$ cat config.mk
export PLATFORM = sky130hd
export DESIGN_NAME = pending_transaction_match_table
export DESIGN_NICKNAME = d
export VERILOG_FILES = /design/src/ptmt_pkg.sv /design/src/ptmt_ram.sv /design/src/ptmt_cell.sv /design/src/pending_transaction_match_table.sv
export SDC_FILE = /design/constraint.sdc
export NUM_CORES = 2
export LEC_CHECK = 0
export BUFFER_PORTS_ARGS = -buffer_cell sky130_fd_sc_hd__buf_2
export CAP_MARGIN = 40
export CORE_MARGIN = 2
export CORE_UTILIZATION = 30
export CTS_CLUSTER_DIAMETER = 120
export CTS_CLUSTER_SIZE = 30
export DETAILED_ROUTE_END_ITERATION = 6
export GPL_TIMING_DRIVEN = 0
export MAX_ROUTING_LAYER = met4
export PLACE_DENSITY_LB_ADDON = 0.2
export SKIP_CTS_REPAIR_TIMING = 1
export SYNTH_ARGS = -nofsm -noshare
export SYNTH_HDL_FRONTEND = slang
export SYNTH_SLANG_ARGS = --single-unit
$ cat constraint.sdc
create_clock -name clk -period 8.74 [get_ports clk]
set_clock_uncertainty 0.15 [all_clocks]
set_input_delay 1.311 -clock clk [delete_from_list [all_inputs] [get_ports clk]]
set_output_delay 1.311 -clock clk [all_outputs]
set_load 0.03 [all_outputs]
$ cat src/ptmt_pkg.sv
`timescale 1ns / 1ps
`default_nettype none
// ----------------------------------------------------------------------------
// ptmt_pkg
// Shared types, widths and codes of the pending transaction match table.
// ----------------------------------------------------------------------------
package ptmt_pkg;

  localparam int TABLE_DEPTH_DEF  = 16;
  localparam int HANDLE_COUNT_DEF = 64;

  localparam int XID_W    = 32;
  localparam int IP_W     = 32;
  localparam int PORT_W   = 16;
  localparam int HANDLE_W = 6;
  localparam int REQ_W    = 2;
  localparam int STATUS_W = 3;

  // Request types.
  localparam logic [REQ_W-1:0] REQ_ADD     = 2'd0;
  localparam logic [REQ_W-1:0] REQ_MATCH   = 2'd1;
  localparam logic [REQ_W-1:0] REQ_RELEASE = 2'd2;

  // Result status codes.
  localparam logic [STATUS_W-1:0] ST_ADDED        = 3'd0;
  localparam logic [STATUS_W-1:0] ST_FULL         = 3'd1;
  localparam logic [STATUS_W-1:0] ST_NO_HANDLE    = 3'd2;
  localparam logic [STATUS_W-1:0] ST_MATCHED      = 3'd3;
  localparam logic [STATUS_W-1:0] ST_NO_MATCH     = 3'd4;
  localparam logic [STATUS_W-1:0] ST_RELEASED     = 3'd5;
  localparam logic [STATUS_W-1:0] ST_REL_OVERFLOW = 3'd6;

  typedef struct packed {
    logic [XID_W-1:0]  xid;
    logic [IP_W-1:0]   ip;
    logic [PORT_W-1:0] port;
  } key_t;

  typedef struct packed {
    logic                valid;
    logic [HANDLE_W-1:0] handle;
    key_t                key;
  } entry_t;

  // Per-cycle commands broadcast to every cell of the chain.
  typedef struct packed {
    logic add;          // shift toward the old end, new entry enters cell 0
    logic remove;       // close the gap at the first hit
    logic ignore_addr;  // compare on transaction id alone
  } ctl_t;

endpackage : ptmt_pkg
`default_nettype wire

$ cat src/ptmt_ram.sv
`timescale 1ns / 1ps
`default_nettype none
// ----------------------------------------------------------------------------
// ptmt_ram
// Generic single-write, single-read RAM with a registered read port.
// ----------------------------------------------------------------------------
module ptmt_ram #(
  parameter int WIDTH = 8,
  parameter int DEPTH = 16
) (
  input  wire logic                     clk,
  input  wire logic                     we,
  input  wire logic [$clog2(DEPTH)-1:0] waddr,
  input  wire logic [WIDTH-1:0]         wdata,
  input  wire logic [$clog2(DEPTH)-1:0] raddr,
  output logic      [WIDTH-1:0]         rdata
);

  logic [WIDTH-1:0] mem [DEPTH];

  always_ff @(posedge clk) begin
    if (we) begin
      mem[waddr] <= wdata;
    end
    rdata <= mem[raddr];
  end

endmodule : ptmt_ram
`default_nettype wire

$ cat src/ptmt_cell.sv
`timescale 1ns / 1ps
`default_nettype none
// ----------------------------------------------------------------------------
// ptmt_cell
// One table slot: holds an entry, compares it with the key and shifts.
// ----------------------------------------------------------------------------
module ptmt_cell
  import ptmt_pkg::*;
(
  input  wire logic                clk,
  input  wire logic                rst_n,
  input  wire ctl_t                ctl,
  input  wire key_t                key,
  input  wire entry_t              left_in,
  input  wire entry_t              right_in,
  input  wire logic                hit_in,
  output entry_t                   entry_o,
  output logic                     hit_out,
  output logic      [HANDLE_W-1:0] sel_handle
);

  entry_t entry_r;
  logic   match;
  logic   first;

  always_comb begin
    match = entry_r.valid && (entry_r.key.xid == key.xid) &&
            (ctl.ignore_addr ||
             ((entry_r.key.ip == key.ip) && (entry_r.key.port == key.port)));
    first      = match && !hit_in;
    hit_out    = hit_in || match;
    sel_handle = first ? entry_r.handle : '0;
  end

  // Cells at or after the first hit pull their right neighbor in.
  always_ff @(posedge clk) begin
    if (!rst_n) begin
      entry_r.valid <= 1'b0;
    end else if (ctl.add) begin
      entry_r <= left_in;
    end else if (ctl.remove && hit_out) begin
      entry_r <= right_in;
    end
  end

  assign entry_o = entry_r;

endmodule : ptmt_cell
`default_nettype wire

$ cat src/pending_transaction_match_table.sv
`timescale 1ns / 1ps
`default_nettype none
// ----------------------------------------------------------------------------
// pending_transaction_match_table
// Table of outstanding requests keyed by transaction id, address and port.
// ----------------------------------------------------------------------------
// A request is captured in the request registers, decided in the execute
// state and its result registered onto the out_ ports. No new request is
// taken until the last one is done, so that the registered read of the free
// handle stack memory can follow the stack count.
// The receiver cannot stall: out_valid is a one-cycle strobe.
// Reset (rst_n, synchronous, active low) empties the table and the stack,
// restarts fresh handles at zero and clears ignore_address.
// ----------------------------------------------------------------------------
module pending_transaction_match_table
  import ptmt_pkg::*;
#(
  parameter int TABLE_DEPTH  = TABLE_DEPTH_DEF,
  parameter int HANDLE_COUNT = HANDLE_COUNT_DEF
) (
  input  wire logic                       clk,
  input  wire logic                       rst_n,
  // Request channel.
  input  wire logic                       start,
  output logic                            busy,
  input  wire logic        [REQ_W-1:0]    in_req_type,
  input  wire logic signed [XID_W-1:0]    in_xid,
  input  wire logic        [IP_W-1:0]     in_ip_addr,
  input  wire logic        [PORT_W-1:0]   in_port,
  input  wire logic        [HANDLE_W-1:0] in_handle_in,
  // Result channel.
  output logic                            out_valid,
  output logic             [STATUS_W-1:0] out_status,
  output logic             [HANDLE_W-1:0] out_handle_out,
  // Configuration: the ignore_address register.
  input  wire logic                       cfg_wr_en,
  input  wire logic                       cfg_wr_data
);

  // Stack count and fresh handle counter must hold HANDLE_COUNT itself.
  localparam int CNT_W  = $clog2(HANDLE_COUNT + 1);
  localparam int ADDR_W = $clog2(HANDLE_COUNT);

  typedef enum logic {
    S_IDLE,
    S_EXEC
  } state_t;

  state_t                state_r;
  logic                  ignore_addr_r;
  logic [REQ_W-1:0]      req_type_r;
  key_t                  key_r;
  logic [HANDLE_W-1:0]   handle_in_r;
  logic [CNT_W-1:0]      stk_cnt_r;
  logic [CNT_W-1:0]      stk_cnt_nxt;
  logic [CNT_W-1:0]      fresh_r;
  logic [CNT_W-1:0]      fresh_nxt;
  logic                  out_valid_r;
  logic [STATUS_W-1:0]   status_r;
  logic [STATUS_W-1:0]   status_nxt;
  logic [HANDLE_W-1:0]   handle_out_r;
  logic [HANDLE_W-1:0]   handle_out_nxt;

  // Chain signals.
  entry_t                cell_q   [TABLE_DEPTH];
  entry_t                cell_lft [TABLE_DEPTH];
  entry_t                cell_rgt [TABLE_DEPTH];
  logic                  hit_chain[TABLE_DEPTH+1];
  logic [HANDLE_W-1:0]   cell_sel [TABLE_DEPTH];
  logic [HANDLE_W-1:0]   hit_handle;
  entry_t                new_entry;
  ctl_t                  ctl;

  // Free handle stack memory.
  logic                  stk_we;
  logic [ADDR_W-1:0]     stk_waddr;
  logic [ADDR_W-1:0]     stk_raddr;
  logic [HANDLE_W-1:0]   stk_rdata;

  logic                  table_full;
  logic                  stk_empty;
  logic                  stk_full;
  logic                  fresh_ok;
  logic [HANDLE_W-1:0]   add_handle;

  // The read port always points at the top of the stack. The count changes
  // only at the end of a request, and the registered read of the new top word
  // is in place by the execute cycle of the next request.
  assign stk_raddr = ADDR_W'(stk_cnt_r - 1'b1);
  assign stk_waddr = stk_cnt_r[ADDR_W-1:0];

  ptmt_ram #(
    .WIDTH (HANDLE_W),
    .DEPTH (HANDLE_COUNT)
  ) u_stack (
    .clk   (clk),
    .we    (stk_we),
    .waddr (stk_waddr),
    .wdata (handle_in_r),
    .raddr (stk_raddr),
    .rdata (stk_rdata)
  );

  // Entries stay packed from cell 0 (newest) onward, so the table is full
  // exactly when the last cell holds an entry.
  assign table_full = cell_q[TABLE_DEPTH-1].valid;
  assign stk_empty  = (stk_cnt_r == '0);
  assign stk_full   = (stk_cnt_r >= CNT_W'(HANDLE_COUNT));
  assign fresh_ok   = (fresh_r < CNT_W'(HANDLE_COUNT));
  assign add_handle = stk_empty ? HANDLE_W'(fresh_r) : stk_rdata;

  assign new_entry.valid  = 1'b1;
  assign new_entry.handle = add_handle;
  assign new_entry.key    = key_r;

  // The first cell starts the hit chain; each cell passes on whether any
  // cell up to and including itself matched.
  assign hit_chain[0] = 1'b0;

  for (genvar i = 0; i < TABLE_DEPTH; i++) begin : g_cell
    if (i == 0) begin : g_first
      assign cell_lft[i] = new_entry;
    end else begin : g_mid
      assign cell_lft[i] = cell_q[i-1];
    end
    if (i == TABLE_DEPTH - 1) begin : g_last
      assign cell_rgt[i] = '0;
    end else begin : g_body
      assign cell_rgt[i] = cell_q[i+1];
    end

    ptmt_cell u_cell (
      .clk        (clk),
      .rst_n      (rst_n),
      .ctl        (ctl),
      .key        (key_r),
      .left_in    (cell_lft[i]),
      .right_in   (cell_rgt[i]),
      .hit_in     (hit_chain[i]),
      .entry_o    (cell_q[i]),
      .hit_out    (hit_chain[i+1]),
      .sel_handle (cell_sel[i])
    );
  end

  // Only the first hitting cell drives a nonzero handle.
  always_comb begin
    hit_handle = '0;
    for (int i = 0; i < TABLE_DEPTH; i++) begin
      hit_handle = hit_handle | cell_sel[i];
    end
  end

  // Decision for the request held in the request registers.
  always_comb begin
    ctl.add         = 1'b0;
    ctl.remove      = 1'b0;
    ctl.ignore_addr = ignore_addr_r;
    stk_we          = 1'b0;
    stk_cnt_nxt     = stk_cnt_r;
    fresh_nxt       = fresh_r;
    status_nxt      = ST_NO_MATCH;
    handle_out_nxt  = '0;

    if (state_r == S_EXEC) begin
      case (req_type_r)
        REQ_ADD: begin
          if (table_full) begin
            status_nxt = ST_FULL;
          end else if (!stk_empty) begin
            stk_cnt_nxt    = stk_cnt_r - 1'b1;
            ctl.add        = 1'b1;
            status_nxt     = ST_ADDED;
            handle_out_nxt = add_handle;
          end else if (fresh_ok) begin
            fresh_nxt      = fresh_r + 1'b1;
            ctl.add        = 1'b1;
            status_nxt     = ST_ADDED;
            handle_out_nxt = add_handle;
          end else begin
            status_nxt = ST_NO_HANDLE;
          end
        end
        REQ_MATCH: begin
          if (hit_chain[TABLE_DEPTH]) begin
            ctl.remove     = 1'b1;
            status_nxt     = ST_MATCHED;
            handle_out_nxt = hit_handle;
          end
        end
        REQ_RELEASE: begin
          if (stk_full) begin
            status_nxt = ST_REL_OVERFLOW;
          end else begin
            stk_we      = 1'b1;
            stk_cnt_nxt = stk_cnt_r + 1'b1;
            status_nxt  = ST_RELEASED;
          end
        end
        default: begin
          // The unused request type leaves everything as it is.
          status_nxt = ST_NO_MATCH;
        end
      endcase
    end
  end

  // Sequencer, counters and result registers.
  always_ff @(posedge clk) begin
    if (!rst_n) begin
      state_r       <= S_IDLE;
      ignore_addr_r <= 1'b0;
      stk_cnt_r     <= '0;
      fresh_r       <= '0;
      out_valid_r   <= 1'b0;
    end else begin
      if (cfg_wr_en) begin
        ignore_addr_r <= cfg_wr_data;
      end
      out_valid_r <= 1'b0;
      unique case (state_r)
        S_IDLE: begin
          if (start) begin
            state_r <= S_EXEC;
          end
        end
        S_EXEC: begin
          state_r     <= S_IDLE;
          stk_cnt_r   <= stk_cnt_nxt;
          fresh_r     <= fresh_nxt;
          out_valid_r <= 1'b1;
        end
        default: begin
          state_r <= S_IDLE;
        end
      endcase
    end
  end

  // Request and result payload registers need no reset.
  always_ff @(posedge clk) begin
    if (state_r == S_IDLE && start) begin
      req_type_r  <= in_req_type;
      key_r.xid   <= $unsigned(in_xid);
      key_r.ip    <= in_ip_addr;
      key_r.port  <= in_port;
      handle_in_r <= in_handle_in;
    end
    if (state_r == S_EXEC) begin
      status_r     <= status_nxt;
      handle_out_r <= handle_out_nxt;
    end
  end

  assign busy           = (state_r != S_IDLE);
  assign out_valid      = out_valid_r;
  assign out_status     = status_r;
  assign out_handle_out = handle_out_r;

endmodule : pending_transaction_match_table
`default_nettype wire

==> impl_metrics.py <==
metrics = {
    "yosys": {
        "ys_top_cells_by_area": "edfxtp_1 59%, nand2_1 16%, xnor2_1 7.7%",
        "synthAdderAreaFrac": 0.000533,
        "synth_fp_nets": 8761,
        "synth_area_mm2": 0.0939,
        "postSynthCellCount": 8664,
        "yosys.area.top_type": "edfxtp_1",
        "synthFlopType": "edfxtp_1",
        "ys_warn_count": 0,
        "synth_top_area_frac": 0.594,
        "avgSynthCellArea_um2": 10.8,
        "muxShareOfSynthArea": 0.0319,
        "synth_top_family_by_area": "simple AND/OR/NAND/NOR gates",
        "synth_commonest_cells": "3892 x nand2_1, 1857 x edfxtp_1, 826 x xnor2_1",
        "synth_edf_count": 1857,
        "ys_seq_area_frac": 0.602,
        "synth_xor_area_frac": 0.121,
        "async_reset_ff_frac": 0,
        "yosys.cell_types.count": 74,
        "synth_simple_gate_area_frac": 0.201,
        "synth-compound-area-share": 0.0138,
        "yosysMostFrequentCell": "nand2_1",
        "ys_seq_elements": 1896,
    },
    "global_routing": {
        "met1_usage": 0.310,
        "grt_util_met2": 0.367,
        "antenna_found_initial": 4,
        "grt_pass1_wl_um": 510000,
        "overflow": 0,
        "top_usage_layer": "met2",
        "grt_usage": 0.236,
        "grt_max_degree": 53,
        "use_met3": 0.0253,
        "grt_pass1_vias": 65057,
    },
    "setup_path": {
        "cp-endpoint": "g_cell[15].u_cell.entry_o[25]$_SDFFCE_PN0P_",
        "cp.arrival_ps": 6670,
        "startpoint_type": "flop",
        "worst-path-buf-inv": 6,
        "cpMaxStageDelayCell": "buf_2",
        "reg2reg_depth": 15,
        "crit_cells": 15,
        "critPathRequiredTime_ps": 9030,
        "r2r-end": "g_cell[15].u_cell.entry_o[25]$_SDFFCE_PN0P_",
        "end_kind": "flop",
        "path_cells": "buf_2, buf_4, xnor2_1, nand4_1, nor4_1, nand3_1, o22ai_1, a2111oi_2, nand4_2, o31a_1, o21ai_1, buf_4, buf_2, inv_4, buf_16",
        "reg2reg_slack_ps": 2360,
        "critPathMaxStageDelay_ps": 570,
        "critPathMaxFanout": 52,
        "r2r-start": "cell_lft[1344]$_DFFE_PP_",
        "path_delay_family": "buffers and inverters",
        "startpoint": "cell_lft[1344]$_DFFE_PP_",
        "worstSetupPathType": "reg2reg",
    },
    "clocking": {
        "clkTransAtPathRegs_ps": 140,
        "cts_buffers": 83,
        "cts_tree": "done",
        "ctsHtreeMaxLevel": 3,
        "clock_sinks": 1896,
        "clkLatencyLatePin_ps": 810,
        "clock-root-buffer": "clkbuf_16",
        "cts_buffer_depth": 3,
    },
    "power": {
        "leakage_nw": 37.8,
        "powerDensity_mw_per_mm2": 162,
        "ir_drop_uv": 165,
        "power_mw": 17.0,
    },
    "place": {
        "dp_hpwl_um": 306000,
        "gp_congestion": 1.04,
        "io_buffers": 103,
    },
    "floorplan": {
        "die_w_um": 564,
        "die_h_um": 564,
        "row_count": 205,
        "start_util": 0.301,
        "die-area_mm2": 0.318,
        "io_pins": 104,
        "placeableCoreArea_mm2": 0.312,
    },
    "sta": {
        "finalMaxSlewViolations": 0,
        "hold_viol_final": 0,
        "fin_crit_sh": 0.730,
        "setup_tns_ps": 0,
        "finalSetupViolCount": 0,
        "post-route-min-period_ps": 6380,
        "worst_pin_slew_ps": 1000,
        "fmax_ghz": 0.157,
        "rsz0062_at_grt": "no",
        "slew_headroom": 0.329,
    },
    "run": {
        "drv_cap": 0,
    },
    "drt": {
        "drt_first_pass_iters": 7,
        "vias_per_cell": 4.90,
        "drt_iter0_markers": 7555,
        "wl_um": 370000,
        "vias": 64664,
        "drtAntennaViolNets": 0,
        "wl_per_cell_um": 28.1,
        "post-route-drc-count": 2,
    },
    "final_layout": {
        "final_layout_size_suffix_gt1_frac": 0.0774,
        "nFillCells": 32081,
        "area_growth_pct": 11.7,
        "fin_nets": 9089,
        "multiInputGateArea_mm2": 0.0347,
        "seqCellArea_mm2": 0.0565,
    },
    "outcome": {
        "status": "complete, but fails checks",
        "violations": "design-rule violations",
    },
    "worst_hold_path": {
        "hp-class": "reg2reg",
    },
}
-- tightest hold or removal path, delay by kind of cell, from the launching register on --
kind / cells / cell delay (ps)
flops: 1 / 370
simple gates: 2 / 120
-- cells by family after synthesis --
| family | count (synthesis) |
|---|---|
| XOR/XNOR | 1294 |
| buffers and inverters | 528 |
| AO/OA/AOI/OAI | 182 |
| flip-flops | 1896 |
| AND/OR/NAND/NOR | 4618 |
| adder cells (fa/ha/maj) | 4 |
| multiplexers | 142 |
-- flip-flops by register name, summed over array words and instances (netlist names) --
register and cells:
stk_cnt_r 7, out_status 3, fresh_r 7, u_stack.mem 384, cell_lft 80, u_stack.rdata 6
ignore_addr_r 1, handle_in_r 6, g_cell.u_cell.entry_o 1392, req_type_r 2, busy 1, out_valid 1
out_handle_out 6
-- final cells by class --
class                      instances  share of cell area
buffer                           509              0.0263
inverter                          19            0.000704
clock buffer                     106              0.0211
tap                             4140              0.0494
clock inverter                    42             0.00545
timing repair buffer             243              0.0270
antenna                            3           0.0000716
multi-input combinational       6240               0.331
sequential                      1896               0.539
-- per-layer routing --
| layer | routed length (um) | up-vias | part of all wire |
|---|---|---|---|
| met5 | 0 | - | 0 |
| met3 | 21400 | 490 | 0.058 |
| met4 | 19600 | 0 | 0.053 |
| met2 | 169000 | 2437 | 0.46 |
| met1 | 160000 | 31837 | 0.43 |
| li1 | - | 29900 | - |
-- where the power goes --
part	internal (mW)	switching (mW)	total [mW]	leakage, nW
registers	9.96	0.0557	10.0	17.2
logic	0.513	1.09	1.60	19.3
clock network	2.07	3.28	5.35	1.35
-- worst min path at each step --
stage | depth (start not counted) | start | slack (ps) | endpoint
CTS | 2 | g_cell[15].u_cell.entry_o[25]$_SDFFCE_PN0P_ | 370 | g_cell[14].u_cell.entry_o[25]$_DFFE_PP_
detailed placement | 2 | g_cell[10].u_cell.entry_o[86]$_SDFFE_PN0P_ | 370 | g_cell[9].u_cell.entry_o[86]$_SDFFE_PN0P_
finish | 2 | g_cell[15].u_cell.entry_o[25]$_SDFFCE_PN0P_ | 360 | g_cell[14].u_cell.entry_o[25]$_DFFE_PP_
floorplan | 2 | g_cell[14].u_cell.entry_o[86]$_SDFFE_PN0P_ | 290 | g_cell[15].u_cell.entry_o[86]$_SDFFE_PN0P_
global placement | 2 | g_cell[6].u_cell.entry_o[86]$_SDFFE_PN0P_ | 370 | g_cell[6].u_cell.entry_o[86]$_SDFFE_PN0P_
global route | 2 | g_cell[15].u_cell.entry_o[25]$_SDFFCE_PN0P_ | 400 | g_cell[14].u_cell.entry_o[25]$_DFFE_PP_
-- placed cells by master (no fill, tap or decap), types with 97 or more instances in the layout --
cell type     n
nand2_1    3892
edfxtp_1   1857
xnor2_1     826
xor2_1      467
clkbuf_1    353
nand4_1     221
nor4_1      159
mux4_2      126
buf_2       124
nor2_1      115
buf_4        97
-- stage by stage --
step / instance area [um2] / utilization / cells / setup slack (ps) / hold slack [ps]
after detailed placement: 102000 / 0.327 / 13043 / 2550 / 367
final: 105000 / 0.337 / 13198 / 2360 / 363
after floorplan: 93900 / - / 8664 / 1240 / 290
after global routing: 105000 / 0.337 / 13198 / 2370 / 402
after global placement: 99600 / 0.320 / 12907 / -4370 / 368
after CTS: 105000 / 0.336 / 13191 / 2510 / 374
Power figures use the tool's default switching activity.
